### config.mk
export PLATFORM = sky130hd
export DESIGN_NAME = lfrc_div
export DESIGN_NICKNAME = d
export VERILOG_FILES = /design/src/hdl/lfrc_pkg.sv /design/src/hdl/lfrc_div.sv
export SDC_FILE = /design/constraint.sdc
export NUM_CORES = 1
export LEC_CHECK = 0
export BUFFER_PORTS_ARGS = -buffer_cell sky130_fd_sc_hd__buf_4
export CORE_MARGIN = 1.5
export CORE_UTILIZATION = 58
export CTS_CLUSTER_SIZE = 20
export DETAILED_ROUTE_END_ITERATION = 10
export GPL_TIMING_DRIVEN = 0
export PLACE_DENSITY = 0.8
export SKIP_LAST_GASP = 1
export SYNTH_ARGS = -nofsm -noshare
export SYNTH_HDL_FRONTEND = slang
export SYNTH_SLANG_ARGS = --single-unit
export TNS_END_PERCENT = 5
### constraint.sdc
create_clock -name i_clk -period 8.7 [get_ports i_clk]
set_input_delay 0 -clock i_clk [delete_from_list [all_inputs] [get_ports i_clk]]
set_output_delay 0 -clock i_clk [all_outputs]
set_load 0.05 [all_outputs]
### src/hdl/lfrc_pkg.sv
// Shared constants, item types and divider types for the LED fade ramp controller.
package lfrc_pkg;

    // Field widths
    localparam int unsigned CMD_W  = 2;
    localparam int unsigned PCT_W  = 7;
    localparam int unsigned DLY_W  = 16;
    localparam int unsigned FADE_W = 16;
    localparam int unsigned LVL_W  = 12;

    // Full-scale level in PWM units
    localparam logic [LVL_W-1:0] FULL_SCALE = 12'd4095;

    // Commands
    localparam logic [CMD_W-1:0] CMD_TICK = 2'd0;
    localparam logic [CMD_W-1:0] CMD_FADE = 2'd1;
    localparam logic [CMD_W-1:0] CMD_PLAN = 2'd2;
    localparam logic [CMD_W-1:0] CMD_NOP  = 2'd3;

    // Config register indexes
    localparam int unsigned CFG_IDX_W = 2;
    localparam int unsigned CFG_DAT_W = FADE_W;
    localparam logic [CFG_IDX_W-1:0] CFG_MIN_PCT = 2'd0;
    localparam logic [CFG_IDX_W-1:0] CFG_MAX_PCT = 2'd1;
    localparam logic [CFG_IDX_W-1:0] CFG_FADE_MS = 2'd2;

    // Config reset values
    localparam logic [PCT_W-1:0]  MIN_PCT_RST = 7'd0;
    localparam logic [PCT_W-1:0]  MAX_PCT_RST = 7'd100;
    localparam logic [FADE_W-1:0] FADE_MS_RST = 16'd1000;

    // percent -> level: floor(p * FULL_SCALE / 100) via reciprocal multiply.
    // Error stays below 0.003 over all 7-bit percents, so the floor is exact.
    localparam int unsigned PCT_DIV    = 100;
    localparam int unsigned PCT_SHIFT  = 27;
    localparam int unsigned PCT_RECIP  = ((1 << PCT_SHIFT) + PCT_DIV - 1) / PCT_DIV;
    localparam int unsigned PCT_RCP_W  = 21;
    localparam int unsigned PCT_PROD_W = PCT_W + LVL_W + PCT_RCP_W;

    // Step divider: quotient < 2^LVL_W, divisor is 2*fade_ms
    localparam int unsigned QUOT_W     = LVL_W;
    localparam int unsigned DEN_W      = FADE_W + 1;
    localparam int unsigned NUM_W      = QUOT_W + DEN_W + 1;
    localparam int unsigned DIGIT_BITS = 3;
    localparam int unsigned DIV_STEPS  = QUOT_W / DIGIT_BITS;
    localparam int unsigned DIV_CNT_W  = $clog2(DIV_STEPS);

    typedef struct packed {
        logic [CMD_W-1:0] cmd;
        logic [PCT_W-1:0] percent;
        logic [DLY_W-1:0] delay_ms;
    } t_in_item;

    typedef struct packed {
        logic [LVL_W-1:0] drive_value;
        logic             drive_update;
        logic [LVL_W-1:0] brightness;
        logic             fade_planned;
        logic             fade_running;
        logic             going_up;
        logic             plan_pending;
        logic             at_min;
        logic             at_max;
    } t_out_item;

    typedef struct packed {
        logic             start;
        logic [NUM_W-1:0] num;
        logic [DEN_W-1:0] den;
    } t_div_req;

    typedef struct packed {
        logic              done;
        logic [QUOT_W-1:0] quot;
    } t_div_rsp;

endpackage

### src/hdl/lfrc_div.sv
// Digit-serial restoring divider for the ramp step, three quotient bits per cycle.
module lfrc_div (
    input  logic              i_clk,
    input  logic              i_rst_n,
    input  lfrc_pkg::t_div_req i_req,
    output lfrc_pkg::t_div_rsp o_rsp
);

    logic                              r_busy;
    logic [lfrc_pkg::DIV_CNT_W-1:0]    r_cnt;
    logic [lfrc_pkg::DEN_W:0]          r_rem;
    logic [lfrc_pkg::QUOT_W-1:0]       r_low;
    logic [lfrc_pkg::DEN_W-1:0]        r_den;

    logic [lfrc_pkg::DEN_W:0]          n_rem;
    logic [lfrc_pkg::QUOT_W-1:0]       n_low;
    logic [lfrc_pkg::DEN_W:0]          trial;
    logic                              take;
    logic                              last_digit;

    // One digit: shift in numerator bits, compare-subtract, shift quotient bits in
    always_comb begin
        n_rem = r_rem;
        n_low = r_low;
        trial = '0;
        take  = 1'b0;
        for (int i = 0; i < lfrc_pkg::DIGIT_BITS; i++) begin
            trial = {n_rem[lfrc_pkg::DEN_W-1:0], n_low[lfrc_pkg::QUOT_W-1]};
            take  = trial >= {1'b0, r_den};
            n_rem = take ? (trial - {1'b0, r_den}) : trial;
            n_low = {n_low[lfrc_pkg::QUOT_W-2:0], take};
        end
    end

    assign last_digit = r_busy && (r_cnt == lfrc_pkg::DIV_CNT_W'(lfrc_pkg::DIV_STEPS - 1));

    // Remainder starts with the numerator bits above the quotient width;
    // the low shift register holds numerator bits out and quotient bits in.
    always_ff @(posedge i_clk) begin
        if (!i_rst_n) begin
            r_busy <= 1'b0;
            r_cnt  <= '0;
        end else if (i_req.start) begin
            r_busy <= 1'b1;
            r_cnt  <= '0;
            r_rem  <= i_req.num[lfrc_pkg::NUM_W-1:lfrc_pkg::QUOT_W];
            r_low  <= i_req.num[lfrc_pkg::QUOT_W-1:0];
            r_den  <= i_req.den;
        end else if (r_busy) begin
            r_rem <= n_rem;
            r_low <= n_low;
            r_cnt <= r_cnt + lfrc_pkg::DIV_CNT_W'(1);
            if (last_digit) begin
                r_busy <= 1'b0;
            end
        end
    end

    // done marks the edge at which the last digit lands; quot is valid the cycle after
    assign o_rsp.done = last_digit;
    assign o_rsp.quot = r_low;

    // Partial remainder stays below the divisor while dividing
    ap_rem_bound: assert property (@(posedge i_clk) disable iff (!i_rst_n)
        r_busy |-> (r_rem < {1'b0, r_den}))
        else $error("divider remainder out of range");

endmodule

==> PnR_summary.wiki, run 1 <==
{| class="wikitable"
! Metric !! Value
|-
| Filler instances || 648
|-
| Clock insertion delay at the later pin of the skew report || 0.31 ns
|-
| H-Tree Depth || 2
|-
| Core Box Area || 0.00834 mm^2
|-
| Detailed route wirelength on metal2 || 7310 um
|-
| Most common cell after layout, fill and taps aside || sky130_fd_sc_hd__buf_4
|-
| Number of I/O port buffers || 61
|-
| Maximum clock path buffer count || 2
|-
| Chip width || 96.3 um
|-
| Number of antenna violations at the first check in global routing || 0
|-
| Layout overhead on the synthesized area || 19.2%
|-
| Average wire length per cell after detail routing || 19.8 um
|-
| Largest area contributor in the synthesized netlist || sky130_fd_sc_hd__edfxtp_1
|-
| Clock tree from TritonCTS || yes
|-
| Final antenna-violating net count || 0
|-
| Largest stage delay on the critical path || 0.48 ns
|-
| Worst reg2reg path depth || 32
|-
| Clk slew on worst S/H paths || 0.10 ns
|-
| Number of rows created at floorplan || 33
|-
| Sequential share of the synthesized area || 0.285
|-
| End-of-flow core utilization || 0.722
|-
| # diodes || 0
|-
| Setup clock skew after layout || 0.0156 ns
|-
| Slew of the pin with the lowest slew margin || 1.36 ns
|-
| Internal reg-to-reg setup slack || 0.42 ns
|-
| Max Used Layer || met4
|-
| First-pass GRT wire length || 24100 um
|-
| Number of nets in the finished design || 778
|-
| Number of synthesis warnings || 0
|-
| Largest driver fanout on the critical path || 10
|-
| Critical path launch point || r_low[11]
|-
| Starting DRT DRC Count || 439
|-
| Die ar. || 0.00928 mm^2
|-
| Reg2Reg Launch Point || r_low[11]
|-
| End of the worst register-to-register path || r_rem[0]
|-
| Critical path's slowest cell || sky130_fd_sc_hd__buf_1
|-
| Number of sinks handled by clock tree synthesis || 49
|-
| Remaining Overflow, GRT || 0
|-
| Root buffer selected by CTS || sky130_fd_sc_hd__clkbuf_8
|-
| Result of the run || completed
|-
| Vias per std cell || 6.50
|-
| Ports || 63
|-
| Synthesized instance count || 576
|-
| Setup crit end || r_rem[0]
|-
| Half-perimeter wire length after placement || 11900 um
|-
| Total of max-cap violations || 0
|-
| Mapped cell area || 0.00505 mm^2
|-
| FMAX || 121 MHz
|-
| Relative slew margins || 0.0918
|-
| Type of element launching the critical path || register
|-
| Main flop type after synthesis || sky130_fd_sc_hd__edfxtp_1
|-
| Number of flip-flops and latches in the synthesized netlist || 49
|-
| Endpoint type of the worst setup path || register
|-
| Sum Neg Setup Slack || 0 ns
|-
| Finish-stage setup viols || 0
|-
| Metal1 wirelength || 6290 um
|-
| Synth area leaders || sky130_fd_sc_hd__edfxtp_1, sky130_fd_sc_hd__ha_1, sky130_fd_sc_hd__a21oi_1
|-
| Number of enable flip-flop cells after synthesis || 46
|-
| Worst Path Required || 8.81 ns
|-
| Number of distinct library cells after synthesis || 66
|-
| Drc violations || 0
|-
| Max Transition Viols Final || 0
|-
| Effective utilization at floorplan || 0.606
|-
| Area taken by multi-input logic gates || 0.00337 mm^2
|-
| Syn Area/Cell || 8.77 um^2
|-
| Period utilisation layout || 0.952
|-
| Crit path arrival time || 8.39 ns
|-
| Most frequent cells in the layout || sky130_fd_sc_hd__buf_4, sky130_fd_sc_hd__nand2_1, sky130_fd_sc_hd__ha_1
|-
| Unrepaired setup endpoints after global routing || no
|-
| Final critical delay including setup and external delays || 8.28 ns
|-
| Detailed-router iteration count before antenna repair || 5
|-
| Maximum number of pins on one net before global-route repair || 31
|-
| Height of the die || 96.3 um
|-
| Reg area || 0.00144 mm^2
|-
| Via count of the first global-routing pass || 4908
|-
| Total wire length after detailed routing || 15400 um
|-
| Via count of the routed design || 5064
|-
| Share of synthesized registers carrying an async set or reset || 0
|-
| Number of CTS-inserted buffers || 5
|-
| Kind of critical path || reg2reg
|-
| Met3 wire length || 1320 um
|-
| Overall fraction of global-route tracks in use || 0.348
|-
| Weighted congestion reported at the end of routability-driven placement || 0.953
|-
| Proportion of layout cells with a drive suffix above 1 || 0.159
|-
| Min-delay worst type || in2reg
|-
| Fraction of synthesized cell area taken by the top area cell type || 0.273
|-
| Fin. Hold Viols || 0
|-
| Post-Synthesis Net Count || 681
|}
[routing by layer]
metal | up-vias | global-route usage
met5 | - | 0
met4 | 0 | 0.135
met3 | 38 | 0.0371
met2 | 309 | 0.603
met1 | 2349 | 0.443
li1 | 2368 | -
[worst min path at each step]
stage                         start        end  slack (ns)  cells after the start
after global routing      i_req[19]   r_low[2]        0.02                      2
after global placement    i_req[13]  r_den[13]        0.18                      1
final                     i_req[32]   r_rem[3]       0.005                      2
after detailed placement   i_req[1]   r_den[1]        0.18                      1
after floorplan            i_req[0]   r_den[0]         0.1                      0
after CTS                 i_req[20]   r_low[3]      0.0002                      2
[logic make-up (layout without fill, tap and decap cells)]
group                      count (synthesis)  in the layout  share of synthesized area
muxes                                     25             25                     0.0542
buffers and inverters                     56            154                     0.0478
xor gates and xnor gates                  33             33                     0.0572
and+or+nand+nor                          182            182                      0.181
DFF                                       49             49                      0.285
adders and majority gates                 55             55                      0.141
AOI/OAI and AO/OA                        176            176                      0.234
[worst max-delay path, delay by kind of cell, from the launching register on]
kind / cells / cell delay (ns)
DFF: 1 / 0.47
adders and majority gates: 4 / 1.32
AOI/OAI and AO/OA: 14 / 3.42
buffers and inverters: 7 / 1.69
and+or+nand+nor: 7 / 1.15
[area by class of cell]
type,instances,share of cell area
plain buffers,19,0.0175
repair buffers,90,0.124
multi-input cells,471,0.560
flip-flops and latches,49,0.239
clock inverters,3,0.00291
clock buffers,5,0.0114
inverters,37,0.0231
well taps,105,0.0218
[cells in the mapped netlist (4+ instances only)]
| cell | n |
|---|---|
| sky130_fd_sc_hd__a211o_1 | 4 |
| sky130_fd_sc_hd__and2_1 | 9 |
| sky130_fd_sc_hd__a21o_1 | 9 |
| sky130_fd_sc_hd__mux2i_1 | 6 |
| sky130_fd_sc_hd__ha_1 | 52 |
| sky130_fd_sc_hd__nor2b_1 | 6 |
| sky130_fd_sc_hd__xor2_1 | 10 |
| sky130_fd_sc_hd__nand3_1 | 7 |
| sky130_fd_sc_hd__nand2b_1 | 13 |
| sky130_fd_sc_hd__o31ai_1 | 5 |
| sky130_fd_sc_hd__nor3_1 | 13 |
| sky130_fd_sc_hd__xnor2_1 | 23 |
| sky130_fd_sc_hd__o21ai_0 | 32 |
| sky130_fd_sc_hd__edfxtp_1 | 46 |
| sky130_fd_sc_hd__nor2_1 | 43 |
| sky130_fd_sc_hd__o211ai_1 | 15 |
| sky130_fd_sc_hd__inv_1 | 36 |
| sky130_fd_sc_hd__and4_1 | 4 |
| sky130_fd_sc_hd__a311o_1 | 6 |
| sky130_fd_sc_hd__nand2_1 | 55 |
| sky130_fd_sc_hd__clkbuf_1 | 10 |
| sky130_fd_sc_hd__a211oi_1 | 9 |
| sky130_fd_sc_hd__mux2_2 | 19 |
| sky130_fd_sc_hd__o21bai_1 | 4 |
| sky130_fd_sc_hd__buf_2 | 4 |
| sky130_fd_sc_hd__nand4_1 | 12 |
| sky130_fd_sc_hd__and3_1 | 7 |
| sky130_fd_sc_hd__o21a_1 | 9 |
| sky130_fd_sc_hd__a21oi_1 | 49 |
[timing repair]
item,4_1_cts,5_1_grt
hold endpoints to repair,28,2
buffers inserted,0,0
setup endpoints to repair,0,18
gates resized for setup,0,4
hold buffers,27,2
[registers in the layout (all words and copies together), names as in the netlist]
| register | count |
|---|---|
| r_cnt | 2 |
| r_busy | 1 |
| r_low | 12 |
| r_rem | 17 |
| r_den | 17 |
[metrics by stage]
stage / instances / worst slack [ns] / hold slack, ns / area, um^2
floorplan: 576 / 1.56 / 0.0989 / 5050
global placement: 742 / 0.437 / 0.178 / 5640
detailed placement: 742 / 0.208 / 0.179 / 5640
CTS: 777 / 0.166 / 0.000236 / 6000
global route: 779 / 0.0746 / 0.0183 / 6020
finish: 779 / 0.422 / 0.00538 / 6020
Power of run 1 is left out: the tool's default activity adds up to more than one toggle a clock period on the data nets, which glitch-free logic cannot reach.
==> run 2, diff against run 1 <==
--- a/config.mk
+++ b/config.mk
@@ -6,8 +6,9 @@
 export NUM_CORES = 1
 export LEC_CHECK = 0
 export BUFFER_PORTS_ARGS = -buffer_cell sky130_fd_sc_hd__buf_4
-export CORE_MARGIN = 1.5
+export CORE_MARGIN = 2
 export CORE_UTILIZATION = 58
+export CTS_BUF_LIST = sky130_fd_sc_hd__clkbuf_8
 export CTS_CLUSTER_SIZE = 20
 export DETAILED_ROUTE_END_ITERATION = 10
 export GPL_TIMING_DRIVEN = 0
==> run 2 against run 1 <==
  * Worst hold slack lost 0.0035 ns
  * Final area up 0.67%
  * First-iteration DRC count increased by 16%
  * Via count is 1.5% lower
  * Global-route usage decreased by 2.1 points
==> PnR_summary.wiki, run 2 (synthesis results as in run 1) <==
{| class="wikitable"
! Metric !! Value
|-
| Half-perimeter wire length after placement || 11700 um
|-
| Total wire length after detailed routing || 15100 um
|-
| Die ar. || 0.00947 mm^2
|-
| Most common cell after layout, fill and taps aside || sky130_fd_sc_hd__buf_4
|-
| # diodes || 0
|-
| Unrepaired setup endpoints after global routing || no
|-
| Chip width || 97.3 um
|-
| Max Transition Viols Final || 0
|-
| Relative slew margins || 0.106
|-
| Root buffer selected by CTS || sky130_fd_sc_hd__clkbuf_8
|-
| Detailed route wirelength on metal2 || 7280 um
|-
| Slew of the pin with the lowest slew margin || 1.34 ns
|-
| Fin. Hold Viols || 0
|-
| Number of rows created at floorplan || 34
|-
| Metal1 wirelength || 6200 um
|-
| Detailed-router iteration count before antenna repair || 5
|-
| Overall fraction of global-route tracks in use || 0.327
|-
| Number of nets in the finished design || 779
|-
| First-pass GRT wire length || 25000 um
|-
| Drc violations || 0
|-
| Core Box Area || 0.00859 mm^2
|-
| Remaining Overflow, GRT || 0
|-
| Average wire length per cell after detail routing || 19.3 um
|-
| Kind of critical path || reg2reg
|-
| Registers with the highest flip-flop counts || r_den: 17 flops, r_rem: 17 flops, r_low: 12 flops
|-
| Result of the run || completed
|-
| FMAX || 124 MHz
|-
| H-Tree Depth || 2
|-
| Vias per std cell || 6.37
|-
| Type of element launching the critical path || register
|-
| Critical path's slowest cell || sky130_fd_sc_hd__edfxtp_1
|-
| Post-Route Hold Slack || 0.00189 ns
|-
| Final critical delay including setup and external delays || 8.08 ns
|-
| Largest stage delay on the critical path || 0.49 ns
|-
| Proportion of layout cells with a drive suffix above 1 || 0.160
|-
| Ports || 63
|-
| Endpoint type of the worst setup path || register
|-
| Largest driver fanout on the critical path || 10
|-
| Worst Path Required || 8.80 ns
|-
| Via count of the first global-routing pass || 4946
|-
| Max Used Layer || met4
|-
| Number of sinks handled by clock tree synthesis || 49
|-
| Library cell appearing most often on the critical path || sky130_fd_sc_hd__a211oi_1
|-
| Via count of the routed design || 4986
|-
| Height of the die || 97.3 um
|-
| Clock tree from TritonCTS || yes
|-
| Number of CTS-inserted buffers || 5
|-
| Layout overhead on the synthesized area || 20.0%
|-
| Maximum number of pins on one net before global-route repair || 31
|-
| End-of-flow core utilization || 0.705
|-
| Effective utilization at floorplan || 0.588
|-
| Worst reg2reg path depth || 31
|-
| Weighted congestion reported at the end of routability-driven placement || 0.985
|-
| Period utilisation layout || 0.929
|-
| Total of max-cap violations || 0
|-
| Met3 wire length || 1350 um
|-
| Maximum clock path buffer count || 2
|-
| Clk slew on worst S/H paths || 0.10 ns
|-
| Final antenna-violating net count || 0
|-
| Crit path arrival time || 8.19 ns
|-
| Number of antenna violations at the first check in global routing || 0
|-
| Setup clock skew after layout || 0.00961 ns
|-
| Starting DRT DRC Count || 509
|-
| Filler instances || 653
|-
| Min-delay worst type || in2reg
|-
| Clock insertion delay at the later pin of the skew report || 0.31 ns
|-
| Sum Neg Setup Slack || 0 ns
|-
| Most frequent cells in the layout || sky130_fd_sc_hd__buf_4, sky130_fd_sc_hd__nand2_1, sky130_fd_sc_hd__ha_1
|-
| WHS Path Cells || 3
|-
| Number of I/O port buffers || 61
|-
| Finish-stage setup viols || 0
|}
==> run 2: cell count changes in the layout (fill, tap and decap cells not counted), sizes merged <==
cell,previous run,this run
bufinv,0,1
clkinv,4,2
dlygate4sd3,29,30
inv,36,37
==> run 2: final cells by class <==
cell class | count | area [um^2] | share of cell area
Multi-Input combinational cell | 471 | 3370 | 0.556
Sequential cell | 49 | 1440 | 0.238
Timing Repair Buffer | 91 | 758 | 0.125
Inverter | 37 | 139 | 0.0229
Tap cell | 108 | 135 | 0.0223
Buffer | 19 | 105 | 0.0173
Clock buffer | 5 | 68.8 | 0.0114
Clock inverter | 3 | 43.8 | 0.00723
==> run 2: timing repair <==
action	CTS	global route
buffers inserted	0	0
hold buffers	29	1
gates resized for setup	0	4
hold endpoints to repair	30	1
endpoints found under the setup margin	0	18
==> run 2: path summary, 6_finish.rpt <==
path         startpoint   endpoint  slack (ns)
max            r_den[0]   r_rem[0]        0.62
min           i_req[39]  r_rem[10]       0.002
max reg2reg    r_den[0]   r_rem[0]        0.62
min reg2reg    r_cnt[0]   r_cnt[0]        0.54
==> run 2: worst max-delay path: cells and delay by family, from the launching register on <==
family | cells | cell delay [ns]
AOI/OAI and AO/OA | 14 | 3.48
buffers and inverters | 6 | 1.37
and+or+nand+nor | 7 | 1.35
adders and majority gates | 4 | 1.15
DFF | 1 | 0.49
==> run 2: metrics by stage <==
step | worst slack, ns | instance area (um^2) | cells
3_3_place_gp | 0.472 | 5640 | 745
4_1_cts | 0.363 | 6050 | 782
5_1_grt | 0.0495 | 6060 | 783
3_5_place_dp | 0.427 | 5640 | 745
2_1_floorplan | 1.56 | 5050 | 576
6_report | 0.617 | 6060 | 783
==> run 2: layer usage <==
| layer | vias to the layer above | global-route usage |
|---|---|---|
| met1 | 2339 | 0.449 |
| met5 | - | 0 |
| met3 | 23 | 0.0439 |
| met2 | 257 | 0.544 |
| li1 | 2367 | - |
| met4 | 0 | 0.0940 |
Power of run 2 is left out for the same reason.
